===== src/rau_pkg.sv =====
// Package for the rational arithmetic unit: widths, operation codes, queue entry type.
// No dependencies.
`default_nettype none
package rau_pkg;
    localparam int Width = 32;
    localparam int FuncW = 3;

    typedef enum logic [2:0] {
        FN_ADD = 3'd0,
        FN_MUL = 3'd1,
        FN_DIV = 3'd2,
        FN_LT  = 3'd3,
        FN_EQ  = 3'd4,
        FN_NEG = 3'd5,
        FN_RED = 3'd6,
        FN_NOP = 3'd7
    } func_t;

    typedef struct packed {
        logic [Width-1:0] num;
        logic [Width-1:0] den;
        logic             lt;
        logic             eq;
        logic             ovf;
        logic             err;
        logic             reduce;
    } job_t;

    localparam int JobW = $bits(job_t);
endpackage
`default_nettype wire


===== src/rau_front.sv =====
// Front end of the rational arithmetic unit: accepts a transaction, forms raw
// numerator/denominator and comparison bits over a few multiply steps. Uses rau_pkg.
`default_nettype none
module rau_front (
    input  wire                      aclk,
    input  wire                      aresetn,
    input  wire                      in_valid,
    output logic                     in_ready,
    input  wire  [2:0]               func,
    input  wire  [31:0]              a_num,
    input  wire  [31:0]              a_den,
    input  wire  [31:0]              b_num,
    input  wire  [31:0]              b_den,
    output logic                     job_valid,
    input  wire                      job_ready,
    output rau_pkg::job_t            job
);
    localparam int W = rau_pkg::Width;

    typedef enum logic [4:0] {
        S_IDLE = 5'b00001,
        S_M0   = 5'b00010,
        S_M1   = 5'b00100,
        S_M2   = 5'b01000,
        S_OUT  = 5'b10000
    } fstate_t;

    fstate_t          state_reg, state_next;
    logic [2:0]       f_reg;
    logic signed [W-1:0] an_reg, ad_reg, bn_reg, bd_reg;
    logic signed [W-1:0] x_reg, y_reg, z_reg;
    logic             ovf_reg;
    logic signed [W-1:0] ma, mb;
    logic signed [2*W-1:0] prod;
    logic signed [W-1:0] pw;
    logic             pov;
    logic signed [W:0] sum;
    logic signed [W-1:0] sw;
    logic             sov;
    rau_pkg::job_t    job_reg;

    always_comb begin
        ma = an_reg;
        mb = bd_reg;
        case (state_reg)
            S_M0: begin
                ma = an_reg;
                mb = (rau_pkg::func_t'(f_reg) == rau_pkg::FN_MUL) ? bn_reg : bd_reg;
            end
            S_M1: begin
                ma = ad_reg;
                mb = (rau_pkg::func_t'(f_reg) == rau_pkg::FN_ADD) ? bn_reg : bd_reg;
            end
            S_M2: begin
                ma = ad_reg;
                mb = (rau_pkg::func_t'(f_reg) == rau_pkg::FN_ADD) ? bd_reg : bn_reg;
            end
            default: begin
                ma = an_reg;
                mb = bd_reg;
            end
        endcase
        prod = ma * mb;
        pw   = prod[W-1:0];
        pov  = (prod != {{W{pw[W-1]}}, pw});
        sum  = {x_reg[W-1], x_reg} + {z_reg[W-1], z_reg};
        sw   = sum[W-1:0];
        sov  = sum[W] != sum[W-1];
    end

    always_comb begin
        state_next = state_reg;
        case (state_reg)
            S_IDLE: if (in_valid) begin
                state_next = S_M0;
            end
            S_M0: state_next = S_M1;
            S_M1: state_next = S_M2;
            S_M2: state_next = S_OUT;
            S_OUT: if (job_ready) begin
                state_next = S_IDLE;
            end
            default: state_next = S_IDLE;
        endcase
    end

    always_ff @(posedge aclk) begin
        if (!aresetn) begin
            state_reg <= S_IDLE;
        end else begin
            state_reg <= state_next;
        end
        case (state_reg)
            S_IDLE: begin
                f_reg   <= func;
                an_reg  <= a_num[W-1:0];
                ad_reg  <= a_den[W-1:0];
                bn_reg  <= b_num[W-1:0];
                bd_reg  <= b_den[W-1:0];
                ovf_reg <= 1'b0;
            end
            S_M0: begin
                x_reg   <= pw;
                ovf_reg <= pov;
            end
            S_M1: begin
                z_reg <= pw;
                if (rau_pkg::func_t'(f_reg) == rau_pkg::FN_LT ||
                    rau_pkg::func_t'(f_reg) == rau_pkg::FN_MUL ||
                    rau_pkg::func_t'(f_reg) == rau_pkg::FN_ADD) begin
                    ovf_reg <= ovf_reg | pov;
                end
            end
            S_M2: begin
                y_reg <= pw;
                if (rau_pkg::func_t'(f_reg) == rau_pkg::FN_LT ||
                    rau_pkg::func_t'(f_reg) == rau_pkg::FN_EQ ||
                    rau_pkg::func_t'(f_reg) == rau_pkg::FN_ADD) begin
                    ovf_reg <= ovf_reg | pov;
                end
            end
            default: ;
        endcase
    end

    // S_M0: x = an*bd (or an*bn); S_M1: z = bn*ad (or ad*bd); S_M2: y = ad*bd or ad*bn
    always_comb begin
        job_reg        = '0;
        job_reg.num    = an_reg;
        job_reg.den    = ad_reg;
        job_reg.ovf    = ovf_reg;
        case (rau_pkg::func_t'(f_reg))
            rau_pkg::FN_ADD: begin
                job_reg.num    = sw;
                job_reg.den    = y_reg;
                job_reg.ovf    = ovf_reg | sov;
                job_reg.reduce = 1'b1;
            end
            rau_pkg::FN_MUL: begin
                job_reg.num    = x_reg;
                job_reg.den    = z_reg;
                job_reg.ovf    = ovf_reg & ~(1'b0);
                job_reg.reduce = 1'b1;
            end
            rau_pkg::FN_DIV: begin
                if (bn_reg == '0) begin
                    job_reg.num = '0;
                    job_reg.den = '0;
                    job_reg.err = 1'b1;
                    job_reg.ovf = 1'b0;
                end else begin
                    job_reg.num    = x_reg;
                    job_reg.den    = bn_reg;
                    job_reg.ovf    = ovf_reg;
                    job_reg.reduce = 1'b1;
                end
            end
            rau_pkg::FN_LT: begin
                job_reg.lt = (z_reg > 0) ? (x_reg < y_reg) : (x_reg > y_reg);
            end
            rau_pkg::FN_EQ: begin
                job_reg.eq = (x_reg == y_reg);
            end
            rau_pkg::FN_NEG: begin
                job_reg.num = -an_reg;
                job_reg.ovf = (an_reg == {1'b1, {(W-1){1'b0}}});
            end
            rau_pkg::FN_RED: begin
                job_reg.ovf    = 1'b0;
                job_reg.reduce = 1'b1;
            end
            default: job_reg.ovf = 1'b0;
        endcase
    end

    assign in_ready  = (state_reg == S_IDLE);
    assign job_valid = (state_reg == S_OUT);
    assign job       = job_reg;

    assert property (@(posedge aclk) disable iff (!aresetn)
        (state_reg == S_IDLE && in_valid) |=> state_reg == S_M0)
        else $error("front did not start");
    assert property (@(posedge aclk) disable iff (!aresetn)
        (job_valid && !job_ready) |=> job_valid)
        else $error("front dropped a job");
    assert property (@(posedge aclk) disable iff (!aresetn)
        !(in_ready && job_valid))
        else $error("front ready while holding a job");
endmodule
`default_nettype wire


===== src/rau_queue.sv =====
// Two-entry queue between the front and back ends of the rational arithmetic unit.
// Uses rau_pkg.
`default_nettype none
module rau_queue (
    input  wire            aclk,
    input  wire            aresetn,
    input  wire            wr_valid,
    output logic           wr_ready,
    input  rau_pkg::job_t  wr_data,
    output logic           rd_valid,
    input  wire            rd_ready,
    output rau_pkg::job_t  rd_data
);
    rau_pkg::job_t mem_reg [2];
    logic       wp_reg, rp_reg;
    logic [1:0] cnt_reg;
    logic       wr_en, rd_en;

    assign wr_ready = (cnt_reg != 2'd2);
    assign rd_valid = (cnt_reg != 2'd0);
    assign wr_en    = wr_valid && wr_ready;
    assign rd_en    = rd_valid && rd_ready;
    assign rd_data  = mem_reg[rp_reg];

    always_ff @(posedge aclk) begin
        if (!aresetn) begin
            wp_reg  <= 1'b0;
            rp_reg  <= 1'b0;
            cnt_reg <= 2'd0;
        end else begin
            if (wr_en) begin
                wp_reg <= ~wp_reg;
            end
            if (rd_en) begin
                rp_reg <= ~rp_reg;
            end
            cnt_reg <= cnt_reg + {1'b0, wr_en} - {1'b0, rd_en};
        end
        if (wr_en) begin
            mem_reg[wp_reg] <= wr_data;
        end
    end

    assert property (@(posedge aclk) disable iff (!aresetn) cnt_reg <= 2'd2)
        else $error("queue count out of range");
    assert property (@(posedge aclk) disable iff (!aresetn)
        (wr_en && !rd_en) |=> cnt_reg == $past(cnt_reg) + 2'd1)
        else $error("queue count did not advance");
    assert property (@(posedge aclk) disable iff (!aresetn)
        (cnt_reg == 2'd0) |-> !rd_valid)
        else $error("queue read while empty");
endmodule
`default_nettype wire


===== src/rau_divider.sv =====
// Restoring bit-serial signed divider (truncating quotient and remainder) for the
// rational arithmetic unit. Uses rau_pkg.
`default_nettype none
module rau_divider (
    input  wire                         aclk,
    input  wire                         aresetn,
    input  wire                         start,
    input  wire  [rau_pkg::Width-1:0]   dividend,
    input  wire  [rau_pkg::Width-1:0]   divisor,
    output logic                        done,
    output logic [rau_pkg::Width-1:0]   quot,
    output logic [rau_pkg::Width-1:0]   rem
);
    localparam int W  = rau_pkg::Width;
    localparam int CW = $clog2(W + 1);

    logic          busy_reg;
    logic [CW-1:0] cnt_reg;
    logic [W-1:0]  q_reg, d_reg;
    logic [W:0]    r_reg;
    logic          qn_reg, rn_reg;
    logic [W:0]    shifted, trial;
    logic [W-1:0]  adiv, adsr;

    assign adiv    = dividend[W-1] ? -dividend : dividend;
    assign adsr    = divisor[W-1] ? -divisor : divisor;
    assign shifted = {r_reg[W-1:0], q_reg[W-1]};
    assign trial   = shifted - {1'b0, d_reg};

    always_ff @(posedge aclk) begin
        if (!aresetn) begin
            busy_reg <= 1'b0;
            done     <= 1'b0;
            cnt_reg  <= '0;
        end else begin
            done <= 1'b0;
            if (start) begin
                busy_reg <= 1'b1;
                cnt_reg  <= CW'(W);
            end else if (busy_reg) begin
                cnt_reg <= cnt_reg - CW'(1);
                if (cnt_reg == CW'(1)) begin
                    busy_reg <= 1'b0;
                    done     <= 1'b1;
                end
            end
        end
        if (start) begin
            q_reg  <= adiv;
            d_reg  <= adsr;
            r_reg  <= '0;
            qn_reg <= dividend[W-1] ^ divisor[W-1];
            rn_reg <= dividend[W-1];
        end else if (busy_reg) begin
            if (!trial[W]) begin
                r_reg <= trial;
                q_reg <= {q_reg[W-2:0], 1'b1};
            end else begin
                r_reg <= shifted;
                q_reg <= {q_reg[W-2:0], 1'b0};
            end
        end
    end

    assign quot = qn_reg ? -q_reg : q_reg;
    assign rem  = rn_reg ? -r_reg[W-1:0] : r_reg[W-1:0];
endmodule
`default_nettype wire


===== src/rau_back.sv =====
// Back end of the rational arithmetic unit: Euclid gcd by repeated remainder,
// then division of both parts, flags and output register. Uses rau_pkg, rau_divider.
`default_nettype none
module rau_back (
    input  wire                  aclk,
    input  wire                  aresetn,
    input  wire                  job_valid,
    output logic                 job_ready,
    input  rau_pkg::job_t        job,
    output logic                 out_valid,
    input  wire                  out_ready,
    output logic [31:0]          res_num,
    output logic [31:0]          res_den,
    output logic [6:0]           flags
);
    localparam int W = rau_pkg::Width;

    typedef enum logic [6:0] {
        B_IDLE = 7'b0000001,
        B_GCD  = 7'b0000010,
        B_GW   = 7'b0000100,
        B_DN   = 7'b0001000,
        B_DNW  = 7'b0010000,
        B_DDW  = 7'b0100000,
        B_OUT  = 7'b1000000
    } bstate_t;

    bstate_t        state_reg, state_next;
    rau_pkg::job_t  j_reg;
    logic [W-1:0]   p_reg, q_reg;
    logic [W-1:0]   dv_a, dv_b, quot, rem;
    logic           dv_start, dv_done;
    logic [W-1:0]   rn_reg, rd_reg;
    logic           ovf_reg, err_reg;
    logic [W-1:0]   minv;

    assign minv = {1'b1, {(W-1){1'b0}}};

    rau_divider u_div (
        .aclk     (aclk),
        .aresetn  (aresetn),
        .start    (dv_start),
        .dividend (dv_a),
        .divisor  (dv_b),
        .done     (dv_done),
        .quot     (quot),
        .rem      (rem)
    );

    always_comb begin
        dv_start = 1'b0;
        dv_a     = q_reg;
        dv_b     = p_reg;
        case (state_reg)
            B_GCD: dv_start = (p_reg != '0);
            B_DN: begin
                dv_start = 1'b1;
                dv_a     = j_reg.num;
                dv_b     = q_reg;
            end
            B_DNW: begin
                dv_start = dv_done;
                dv_a     = j_reg.den;
                dv_b     = q_reg;
            end
            default: ;
        endcase
    end

    always_comb begin
        state_next = state_reg;
        case (state_reg)
            B_IDLE: if (job_valid) begin
                state_next = job.reduce ? B_GCD : B_OUT;
            end
            B_GCD: begin
                if (p_reg != '0) begin
                    state_next = B_GW;
                end else if (q_reg == '0) begin
                    state_next = B_OUT;
                end else begin
                    state_next = B_DN;
                end
            end
            B_GW:  if (dv_done) begin
                state_next = B_GCD;
            end
            B_DN:  state_next = B_DNW;
            B_DNW: if (dv_done) begin
                state_next = B_DDW;
            end
            B_DDW: if (dv_done) begin
                state_next = B_OUT;
            end
            B_OUT: if (out_ready) begin
                state_next = B_IDLE;
            end
            default: state_next = B_IDLE;
        endcase
    end

    always_ff @(posedge aclk) begin
        if (!aresetn) begin
            state_reg <= B_IDLE;
        end else begin
            state_reg <= state_next;
        end
        case (state_reg)
            B_IDLE: begin
                j_reg   <= job;
                p_reg   <= job.num;
                q_reg   <= job.den;
                rn_reg  <= job.num;
                rd_reg  <= job.den;
                ovf_reg <= job.ovf;
                err_reg <= job.err;
            end
            B_GCD: if (p_reg == '0 && q_reg == '0) begin
                err_reg <= 1'b1;
            end
            B_GW: if (dv_done) begin
                q_reg <= p_reg;
                p_reg <= rem;
            end
            B_DNW: if (dv_done) begin
                rn_reg <= quot;
                if (j_reg.num == minv && q_reg == '1) begin
                    ovf_reg <= 1'b1;
                end
            end
            B_DDW: if (dv_done) begin
                rd_reg <= quot;
                if (j_reg.den == minv && q_reg == '1) begin
                    ovf_reg <= 1'b1;
                end
            end
            default: ;
        endcase
    end

    assign job_ready = (state_reg == B_IDLE);
    assign out_valid = (state_reg == B_OUT);
    assign res_num   = 32'(signed'(rn_reg));
    assign res_den   = 32'(signed'(rd_reg));
    assign flags     = {ovf_reg, err_reg, (rn_reg != '0), (rn_reg == rd_reg),
                        (rn_reg == '0), j_reg.eq, j_reg.lt};

    assert property (@(posedge aclk) disable iff (!aresetn)
        (out_valid && !out_ready) |=> (out_valid && $stable(res_num) && $stable(res_den)))
        else $error("result changed while stalled");
    assert property (@(posedge aclk) disable iff (!aresetn)
        dv_start |=> !dv_start)
        else $error("divider restarted while busy");
    assert property (@(posedge aclk) disable iff (!aresetn)
        (state_reg == B_IDLE && job_valid && !job.reduce) |=> out_valid)
        else $error("plain job not forwarded");
endmodule
`default_nettype wire


===== src/rational_arithmetic_unit.sv =====
// Top level of the rational arithmetic unit: front end, job queue, back end.
// Uses rau_pkg, rau_front, rau_queue, rau_back.
//
// One transaction in gives one transaction out. The front end uses three shared
// 32x32 multiplies; add, multiply, divide and reduce then run a Euclid gcd in the
// back end, each remainder step a bit-serial division, followed by two more
// divisions for the result parts, while compare, negate and pass-through skip
// the gcd. The queue lets the front end take the next transaction while the
// back end is still reducing.
`default_nettype none
module rational_arithmetic_unit (
    input  wire          aclk,
    input  wire          aresetn,
    input  wire          s_tvalid,
    output logic         s_tready,
    input  wire  [127:0] s_tdata,   // a_num[31:0], a_den[63:32], b_num[95:64], b_den[127:96]
    input  wire  [2:0]   s_tuser,   // func
    output logic         m_tvalid,
    input  wire          m_tready,
    output logic [63:0]  m_tdata,   // res_num[31:0], res_den[63:32]
    output logic [6:0]   m_tuser    // less, equal, is_zero, is_one, is_invertible, error, overflow
);
    logic          q_in_valid, q_in_ready, q_out_valid, q_out_ready;
    rau_pkg::job_t q_in, q_out;
    logic [31:0]   rn, rd;

    rau_front u_front (
        .aclk      (aclk),
        .aresetn   (aresetn),
        .in_valid  (s_tvalid),
        .in_ready  (s_tready),
        .func      (s_tuser),
        .a_num     (s_tdata[31:0]),
        .a_den     (s_tdata[63:32]),
        .b_num     (s_tdata[95:64]),
        .b_den     (s_tdata[127:96]),
        .job_valid (q_in_valid),
        .job_ready (q_in_ready),
        .job       (q_in)
    );

    rau_queue u_queue (
        .aclk     (aclk),
        .aresetn  (aresetn),
        .wr_valid (q_in_valid),
        .wr_ready (q_in_ready),
        .wr_data  (q_in),
        .rd_valid (q_out_valid),
        .rd_ready (q_out_ready),
        .rd_data  (q_out)
    );

    rau_back u_back (
        .aclk      (aclk),
        .aresetn   (aresetn),
        .job_valid (q_out_valid),
        .job_ready (q_out_ready),
        .job       (q_out),
        .out_valid (m_tvalid),
        .out_ready (m_tready),
        .res_num   (rn),
        .res_den   (rd),
        .flags     (m_tuser)
    );

    assign m_tdata = {rd, rn};
endmodule
`default_nettype wire

===== config.mk =====
export PLATFORM = sky130hd
export DESIGN_NAME = rational_arithmetic_unit
export DESIGN_NICKNAME = d
export VERILOG_FILES = /design/src/rau_pkg.sv /design/src/rau_front.sv /design/src/rau_queue.sv /design/src/rau_divider.sv /design/src/rau_back.sv /design/src/rational_arithmetic_unit.sv
export SDC_FILE = /design/constraint.sdc
export NUM_CORES = 2
export LEC_CHECK = 0
export BUFFER_PORTS_ARGS = -buffer_cell sky130_fd_sc_hd__buf_4
export CORE_UTILIZATION = 35
export CTS_CLUSTER_DIAMETER = 60
export DETAILED_ROUTE_END_ITERATION = 8
export MAX_ROUTING_LAYER = met4
export PLACE_DENSITY = 0.57
export RECOVER_POWER = 100
export SYNTH_ARGS = -nofsm -noshare
export SYNTH_HDL_FRONTEND = slang
export SYNTH_SLANG_ARGS = --single-unit

===== constraint.sdc =====
create_clock -name aclk -period 13.8 [get_ports aclk]
set_input_delay 2.07 -clock aclk [delete_from_list [all_inputs] [get_ports aclk]]
set_output_delay 2.07 -clock aclk [all_outputs]
set_load 0.1 [all_outputs]

==> run summary <==
Wire length per cell = 27.81 µm
Syn_area_per_cell = 10.09 µm²
IO Pins = 208
Mapped cell area = 71210 µm²
Clk Latency, worst-skew pair = 0.70 ns
R2r startpoint = u_front.state_reg[0]
Fmax = 78.33 MHz
Top post-synthesis cells by area = fa_1, edfxtp_1, ha_1
Die height = 453.1 µm
Leading area contributor after synthesis = fa_1
CTS Buf Count = 72
Largest stage delay on the critical path = 1.01 ns
Area share of the largest cell type after synthesis = 30.48%
Syn Inst Count = 7059
DPL Wire Length = 217.0 mm
Min Clock Period, post-route = 12.77 ns
WL final = 274.2 mm
Pin count of the biggest net entering global routing = 72
Largest register FFs = 138
Setup TNS = 0 ns
Die span in x = 453.1 µm
M2 GR Usage = 44.83%
Crit path DAT = 13.21 ns
Initial Util = 35.23%
Initial DRC Count = 5262
CP required = 14.24 ns
Global route overflow = 0
Core area = 202100 µm²
Max Cap Viol = 25
GRT busiest layer = met2
Die area = 205300 µm²
Hold Path Class = reg -> reg
Gpl congestion = 0.9941
Mux share of post-synthesis cell area = 3.843%
Post-synth EDFFs = 628
Initial antenna violation count = 3
Final setup fails = 0
Synth warn = 0
Port Buf Inserts = 207
Layout Skew = 0.04573 ns
Post-Synth Adder-Cell Area = 35.55%
CTS Hold Bufs = 0
Post-synthesis xor/xnor area fraction = 3.444%
Worst Hold End = u_back.u_div.cnt_reg[1]
Row count = 165
M3 GR Usage = 4.301%
Final Hold Viols = 0
Path depth of the worst reg2reg path = 33
CTS Root Cell = clkbuf_16
Most used cell along the critical path = fa_1
Via density per instance = 5.569
Synthesized flop and latch total = 685
Crit-path max FO = 22
Min-delay src = u_back.u_div.cnt_reg[1]
Fin area = 78050 µm²
CP Launch Type = flop
Slew Limit Fails = 1133
Number of global-route vias before repair = 56780
Worst Tran Pin Value = 4.057 ns
Tcrit/Tclk final = 92.51%
DRT antenna net count = 0
Critical path's slowest cell = clkbuf_1
Pre-antenna DRT Iters = 6
Largest family of logic cells by synthesized area = adder cells
Status = complete, but fails checks
Post_cts resized = 0
Met1 Use GR = 32.22%
Failing checks = max-capacitance violations, max-slew violations
Setup bufs post-CTS = 0
Nets = 8633
Total GRT Usage = 27.59%
Unrepaired setup endpoints after global routing = no
Area growth, synth to finish = 9.608%
Worst Setup End Kind = flop
Compound-Gate Fraction of Synth Area = 9.165%
Clock H-tree levels = 3
CTS sink count = 685
Ys async rst share = 0%
DRC errors left = 0
Post-synth cell types = 87
Post-Synth Simple-Gate Area = 13.32%
Reg2Reg Setup Slack = 1.03 ns
Placed instance area = 76140 µm²
Top_reg_cell synth = edfxtp_1
WHS Path Cells = 2
First-pass GRT wire length = 397.5 mm
Vias = 54905
Sequential element share of the synthesized area = 28.09%
CTS tree = yes
Layout cells sized above 1 = 6.488%
Clock buffer depth = 3
Slew HR = -170.5%
Worst-path clk slew = 0.06 ns
Syn nets = 8567
Critical path class = reg -> reg
Crit Reg-Reg Endpoint = u_front.ovf_reg
==> cell families (layout without fill, tap and decap cells) <==
group,Yosys count,after routing
flip-flops,685,685
XOR/XNOR,280,280
buffers and inverters,1244,1367
AND/OR/NAND/NOR,2169,2169
adder cells (fa/ha/maj),1373,1373
AO/OA/AOI/OAI,1047,1047
other,0,5
multiplexers,261,261
==> per-layer routing <==
metal	up-vias	routed length, µm
met5	-	0
met4	0	19910
met3	692	20350
met2	2659	131200
met1	28014	102800
li1	23540	-
==> how the worst max path moves through the flow <==
stage	end	slack, ns	start	depth (start not counted)
3_5_place_dp	u_front.ovf_reg	1.29	u_front.f_reg[1]	33
6_report	u_front.ovf_reg	1.03	u_front.state_reg[0]	33
5_1_grt	u_front.ovf_reg	0.47	u_front.state_reg[1]	34
4_1_cts	u_front.ovf_reg	1.31	u_front.f_reg[1]	33
3_3_place_gp	u_front.ovf_reg	0.70	u_front.state_reg[0]	34
2_1_floorplan	u_front.ovf_reg	2.94	u_front.state_reg[1]	36
==> synthesized netlist by cell type (all sizes together) (8+ instances only) <==
cell	instances
or2	19
xor2	133
mux2	99
clkbuf	331
xnor2	147
and2	30
o211ai	18
o31ai	41
o311a	21
a211oi	19
a221oi	30
o21a	59
o21bai	17
inv	884
nand2b	52
nand3	57
nor2	739
ha	289
or4	21
edfxtp	628
o21ai	322
a31oi	54
nor2b	32
o41ai	21
and3	21
o221ai	8
a21o	76
a21oi	264
o22ai	23
mux2i	162
dfxtp	57
nand2	877
nand4	52
buf	27
fa	1084
or3	25
a41oi	9
nor3	125
nor4	81
==> cell type report <==
type	instances	area (µm²)
Fill cell	20010	124100
Sequential cell	685	20000
Antenna cell	5	12.51
Clock buffer	81	1856
Clock inverter	50	644.4
Tap cell	2672	3343
Multi-Input combinational cell	5130	46700
Inverter	886	3327
Timing Repair Buffer	350	2163
==> critical path: cells and delay by family (launching register included) <==
kind                     cells  cell delay (ns)
adder cells (fa/ha/maj)      9             4.33
AO/OA/AOI/OAI                9             3.95
AND/OR/NAND/NOR              9             2.52
buffers and inverters        5             1.24
flip-flops                   1             0.32
XOR/XNOR                     1             0.15
==> cells in the final DEF (no fill, tap or decap), types with 20 or more instances in the layout <==
cell type | Yosys | routed
a21o_1 | 76 | 76
a21oi_1 | 264 | 262
a221oi_1 | 30 | 30
a31oi_1 | 54 | 54
and2_1 | 30 | 20
and3_1 | 21 | 21
buf_4 | 4 | 113
clkbuf_1 | 331 | 134
clkbuf_16 | 0 | 72
clkbuf_4 | 0 | 109
dfxtp_1 | 57 | 55
edfxtp_1 | 628 | 628
fa_1 | 1084 | 1084
ha_1 | 289 | 289
inv_1 | 884 | 882
mux2_1 | 12 | 43
mux2_2 | 87 | 56
mux2i_1 | 162 | 147
nand2_1 | 877 | 877
nand2b_1 | 51 | 51
nand3_1 | 57 | 57
nand4_1 | 52 | 52
nor2_1 | 739 | 736
nor2b_1 | 32 | 32
nor3_1 | 124 | 124
nor4_1 | 79 | 81
o21a_1 | 59 | 59
o21ai_0 | 307 | 296
o21ai_2 | 0 | 23
o22ai_1 | 23 | 23
o311a_1 | 21 | 21
o31ai_1 | 41 | 41
o41ai_1 | 21 | 21
or3_1 | 21 | 25
or4_1 | 21 | 21
xnor2_1 | 147 | 147
xor2_1 | 133 | 133
==> stage by stage <==
step / cells / setup slack [ns] / util [%] / hold slack (ns)
4_1_cts: 9854 / 1.307 / 38.91 / 0.5151
3_5_place_dp: 9723 / 1.293 / 37.67 / 0.5052
3_3_place_gp: 9723 / 0.6951 / 37.67 / 0.4790
2_1_floorplan: 7059 / 2.940 / - / 0.4641
6_report: 9859 / 1.034 / 38.62 / 0.5129
5_1_grt: 9856 / 0.4733 / 38.61 / 0.5603
Power is not shown: default switching activity piles up to over one toggle a cycle in this logic, so the estimate is an artifact.
